File: config.mk
export PLATFORM = sky130hd
export DESIGN_NAME = pfe_step_unit
export DESIGN_NICKNAME = d
export VERILOG_FILES = /design/src/rtl/pfe_pkg.sv /design/src/rtl/pfe_step_unit.sv
export SDC_FILE = /design/constraint.sdc
export NUM_CORES = 1
export LEC_CHECK = 0
export BUFFER_PORTS_ARGS = -buffer_cell sky130_fd_sc_hd__clkbuf_2
export CAP_MARGIN = 30
export CORE_AREA = 2 2 77 79
export DETAILED_ROUTE_END_ITERATION = 8
export DIE_AREA = 0 0 79 81
export PLACE_DENSITY = 0.89
export SETUP_SLACK_MARGIN = 0.1
export SLEW_MARGIN = 20
export SYNTH_ARGS = -nofsm -noshare
export SYNTH_HDL_FRONTEND = slang
export SYNTH_SLANG_ARGS = --single-unit
File: constraint.sdc
create_clock -name vclk -period 8.7
set_clock_uncertainty 0.15 [all_clocks]
set_input_delay 0.435 -clock vclk [all_inputs]
set_output_delay 0.435 -clock vclk [all_outputs]
set_load 0.1 [all_outputs]
File: src/rtl/pfe_pkg.sv
// ----------------------------------------------------------------------------
// pfe_pkg: shared definitions of the palette fade engine
// Item codes, sweep operations, default sizes and the payload structs of the
// input and result channels.
// ----------------------------------------------------------------------------
package pfe_pkg;

  // Default palette size and component width.
  localparam int unsigned EntryCountDefault    = 256;
  localparam int unsigned ComponentBitsDefault = 8;

  // Item codes carried in the kind field.
  localparam logic [2:0] KindWrite   = 3'd0;
  localparam logic [2:0] KindFadeOut = 3'd1;
  localparam logic [2:0] KindFadeIn  = 3'd2;
  localparam logic [2:0] KindTick    = 3'd3;
  localparam logic [2:0] KindRead    = 3'd4;

  // Operation that the step unit applies to each entry during a sweep.
  typedef enum logic [1:0] {
    OP_CHECK,
    OP_FADE_OUT,
    OP_FADE_IN,
    OP_TICK
  } sweep_op_e;

  // One input item.
  typedef struct packed {
    logic [2:0] kind;
    logic [7:0] entry_index;
    logic [7:0] red_in;
    logic [7:0] green_in;
    logic [7:0] blue_in;
  } pfe_in_t;

  // One result item.
  typedef struct packed {
    logic [7:0] red_out;
    logic [7:0] green_out;
    logic [7:0] blue_out;
    logic       fade_done;
  } pfe_out_t;

endpackage

File: src/rtl/pfe_step_unit.sv
// ----------------------------------------------------------------------------
// pfe_step_unit: per-entry update and compare unit
// Computes the new value of the three components of one palette entry for
// the current sweep operation and flags whether any of them misses its goal.
// ----------------------------------------------------------------------------
module pfe_step_unit #(
  parameter int unsigned CompBits = pfe_pkg::ComponentBitsDefault
) (
  input  logic [2:0][CompBits-1:0] cur_i,
  input  logic [2:0][CompBits-1:0] tgt_i,
  input  pfe_pkg::sweep_op_e       op_i,
  input  logic                     fading_in_i,
  output logic [2:0][CompBits-1:0] nxt_o,
  output logic                     mismatch_o
);

  logic [2:0][CompBits-1:0] goal;

  // The goal is the target while fading in and black otherwise; each lane
  // takes its new value and is compared against that goal.
  always_comb begin
    mismatch_o = 1'b0;
    for (int c = 0; c < 3; c++) begin
      goal[c] = fading_in_i ? tgt_i[c] : '0;
      case (op_i)
        pfe_pkg::OP_FADE_OUT: nxt_o[c] = tgt_i[c];
        pfe_pkg::OP_FADE_IN:  nxt_o[c] = '0;
        pfe_pkg::OP_TICK: begin
          if (cur_i[c] < goal[c]) begin
            nxt_o[c] = cur_i[c] + CompBits'(1);
          end else if (cur_i[c] > goal[c]) begin
            nxt_o[c] = cur_i[c] - CompBits'(1);
          end else begin
            nxt_o[c] = cur_i[c];
          end
        end
        default: nxt_o[c] = cur_i[c];
      endcase
      mismatch_o = mismatch_o | (nxt_o[c] != goal[c]);
    end
  end

endmodule

==> impl_metrics.toml <==
[floorplan]
die_w_um = 79
die-area_um2 = 6400
initial_core_util_pct = 60.4
coreArea_um2 = 5680
io_pins = 76
die_h_um = 81
rows = 28

[hold_path]
whs_path_depth = 5
hp-start = "tgt_i[9]"
min_to = "nxt_o[9]"
hold_path.class = "in2out"

[global_route]
grt_start_max_net_pins = 49
antenna_found_initial = 0
grt_pass1_vias = 4190
track_usage_pct = 39.0
grt_overflow = 0
grt_pass1_wl_um = 20300

[layout]
fin_nets = 659
design.seq.count = 0
areaGrowthSynthToFinish_pct = 8.87
n_clock_buffer = 0
finish.utilization_pct = 65.8
fin_area_um2 = 3730
regArea_um2 = 0
fill_cells = 557
antennaDiodeCount = 0
drive_above_1_share_pct = 16.5

[clock_network]
postCtsSetupRepairBufs = 0
cts_resized = 0
cts.hold.buffers_added = 0

[power]
ir_drop_mv = 0.0698
p_seq_share_pct = 0
p_int_uw = 83.5
power_uw = 299
clockPowerShare_pct = 0
p_sw_share_pct = 72.1
p_sw_uw = 216
p_leak_uw = 0.00169
combPwrFrac_pct = 100.0
p_per_area_nw_per_um2 = 80.2

[drt]
vias_per_cell = 7.06
firstDrtPassIters = 6
drt_iter0_markers = 496
drc_errors = 0
routed_wl_um = 12800
drt.antenna.violating_nets = 0
routedWlPerCell_um = 19.6
dr_total_vias = 4593

[setup_path]
end_kind = "primary output"
crit_fanout = 48
worstPathArrival_ns = 4.51
crit_type = "in2out"
required_ns = 8.12
startpoint_type = "input pin"

[timing]
setup_tns_ns = 0
worstMarginPinSlew_ns = 0.928
finalHoldViolCount = 0
max_clock_freq_mhz = 196
grt_setup_unrepaired = "no"
setup_slack_ns = 3.61
slew_headroom_pct = 38.2
period_share_pct = 58.5
period_minus_slack_ns = 5.09
slew_violations = 0
setup_viol = 0

[synth]
yosysSeqAreaShare_pct = 0
synth_area_per_cell_um2 = 6.41
synth_top_cell_by_area = "ha_1"
netlist_top_cells_area = "ha_1, nand2_1, mux2i_1"
yosysTopAreaCellShare_pct = 10.9
ys_warn_count = 0
syn_nets = 616
synth.cell_area_um2 = 3430
synth_cell_types = 70
syn_inst = 535

[placed_design]
dpl.hpwl_um = 9700
dp_slack_ns = 3.72
gp_congestion = 1.08
placedInstanceArea_um2 = 3730
io_buffers = 76

[job]
cap_violations = 0

[status]
outcome = "finished clean"
==> metal layers <==
metal  vias to the layer above  track usage [%]  wire length [µm]
met1                      2074             48.8              4910
met2                       353             66.8              5830
met5                         -                0                 0
met3                        64             5.00              1400
met4                         0             17.6               624
li1                       2102                -                 -
==> Yosys cell counts, drive strengths merged (4+ instances only) <==
master  number
a31oi        8
clkbuf      23
or2          5
nand3       22
nor4         9
buf         17
nand2b       7
nand4       16
nor2        49
o21a         4
a22o        10
mux2i       22
nor2b        5
o22ai       10
xnor2       16
nor3         9
a211oi       5
o21ai       24
or3          5
a21o         9
o221ai       4
nand2       72
o211ai      13
ha          30
a21oi       40
and2         6
xor2         7
inv         21
a22oi        9
and3        12
==> worst max-delay path by stage <==
stage          cells after the start         from          to  slack, ns
2_1_floorplan                     17  fading_in_i  mismatch_o       1.96
3_3_place_gp                      14  fading_in_i  mismatch_o       3.76
3_5_place_dp                      14  fading_in_i  mismatch_o       3.72
4_1_cts                           14  fading_in_i  mismatch_o       3.70
5_1_grt                           14  fading_in_i  mismatch_o       3.40
6_report                          14  fading_in_i  mismatch_o       3.61
==> kinds of logic (layout without fill, tap and decap cells) <==
kind of cell | count (synthesis) | count (layout) | share of synthesized area (%)
muxes | 24 | 24 | 7.08
adders and majority gates | 30 | 30 | 10.9
xor gates and xnor gates | 23 | 23 | 6.10
and+or+nand+nor | 228 | 228 | 32.6
buffers and inverters | 61 | 102 | 8.36
AOI/OAI and AO/OA | 169 | 169 | 34.9
==> power groups by stage <==
stage,clock [µW],combinational (µW),sequential (µW)
2_1_floorplan,0,227,0
3_3_place_gp,0,288,0
3_5_place_dp,0,292,0
4_1_cts,0,293,0
5_1_grt,0,319,0
6_report,0,299,0
==> placed cells by master (no fill, tap or decap), types with 6 or more instances in the layout <==
| cell type | instances |
|---|---|
| a31oi_1 | 7 |
| and3_1 | 12 |
| clkbuf_2 | 76 |
| a22o_1 | 9 |
| nor4_1 | 8 |
| a21o_1 | 9 |
| xnor2_1 | 15 |
| nand3_1 | 22 |
| xor2_1 | 7 |
| o21ai_0 | 22 |
| nand2_1 | 72 |
| nor3_1 | 9 |
| a22oi_1 | 9 |
| nand4_1 | 16 |
| nand2b_1 | 7 |
| inv_1 | 20 |
| o211ai_1 | 13 |
| o22ai_1 | 10 |
| and2_1 | 6 |
| a21oi_1 | 39 |
| nor2_1 | 49 |
| ha_1 | 30 |
| mux2i_1 | 22 |
==> critical path: stages <==
cell       delay [ns]
clkbuf_2         0.69
nand2_1          0.24
ha_1             0.38
nor2b_1          0.14
o211ai_1         0.31
a21o_1           0.22
and2_1           0.39
mux2i_1          0.28
xor2_1           0.24
mux2i_1          0.36
a2111oi_4        0.07
and4_1           0.18
nand4_1          0.08
clkbuf_2         0.47
==> area by class of cell <==
| type | instances | area [µm²] | area share, % |
|---|---|---|---|
| inverter | 21 | 78.8 | 2.11 |
| tap | 75 | 93.8 | 2.51 |
| multi-input combinational | 474 | 3140 | 84.2 |
| timing repair buffer | 81 | 418 | 11.2 |
==> per-stage QoR <==
| step | hold slack [ns] | instances |
|---|---|---|
| 6_report | 1.44 | 651 |
| 5_1_grt | 1.45 | 651 |
| 4_1_cts | 1.43 | 651 |
| 3_5_place_dp | 1.43 | 651 |
| 3_3_place_gp | 1.41 | 651 |
| 2_1_floorplan | 1.25 | 535 |
Power figures use the tool's default switching activity.
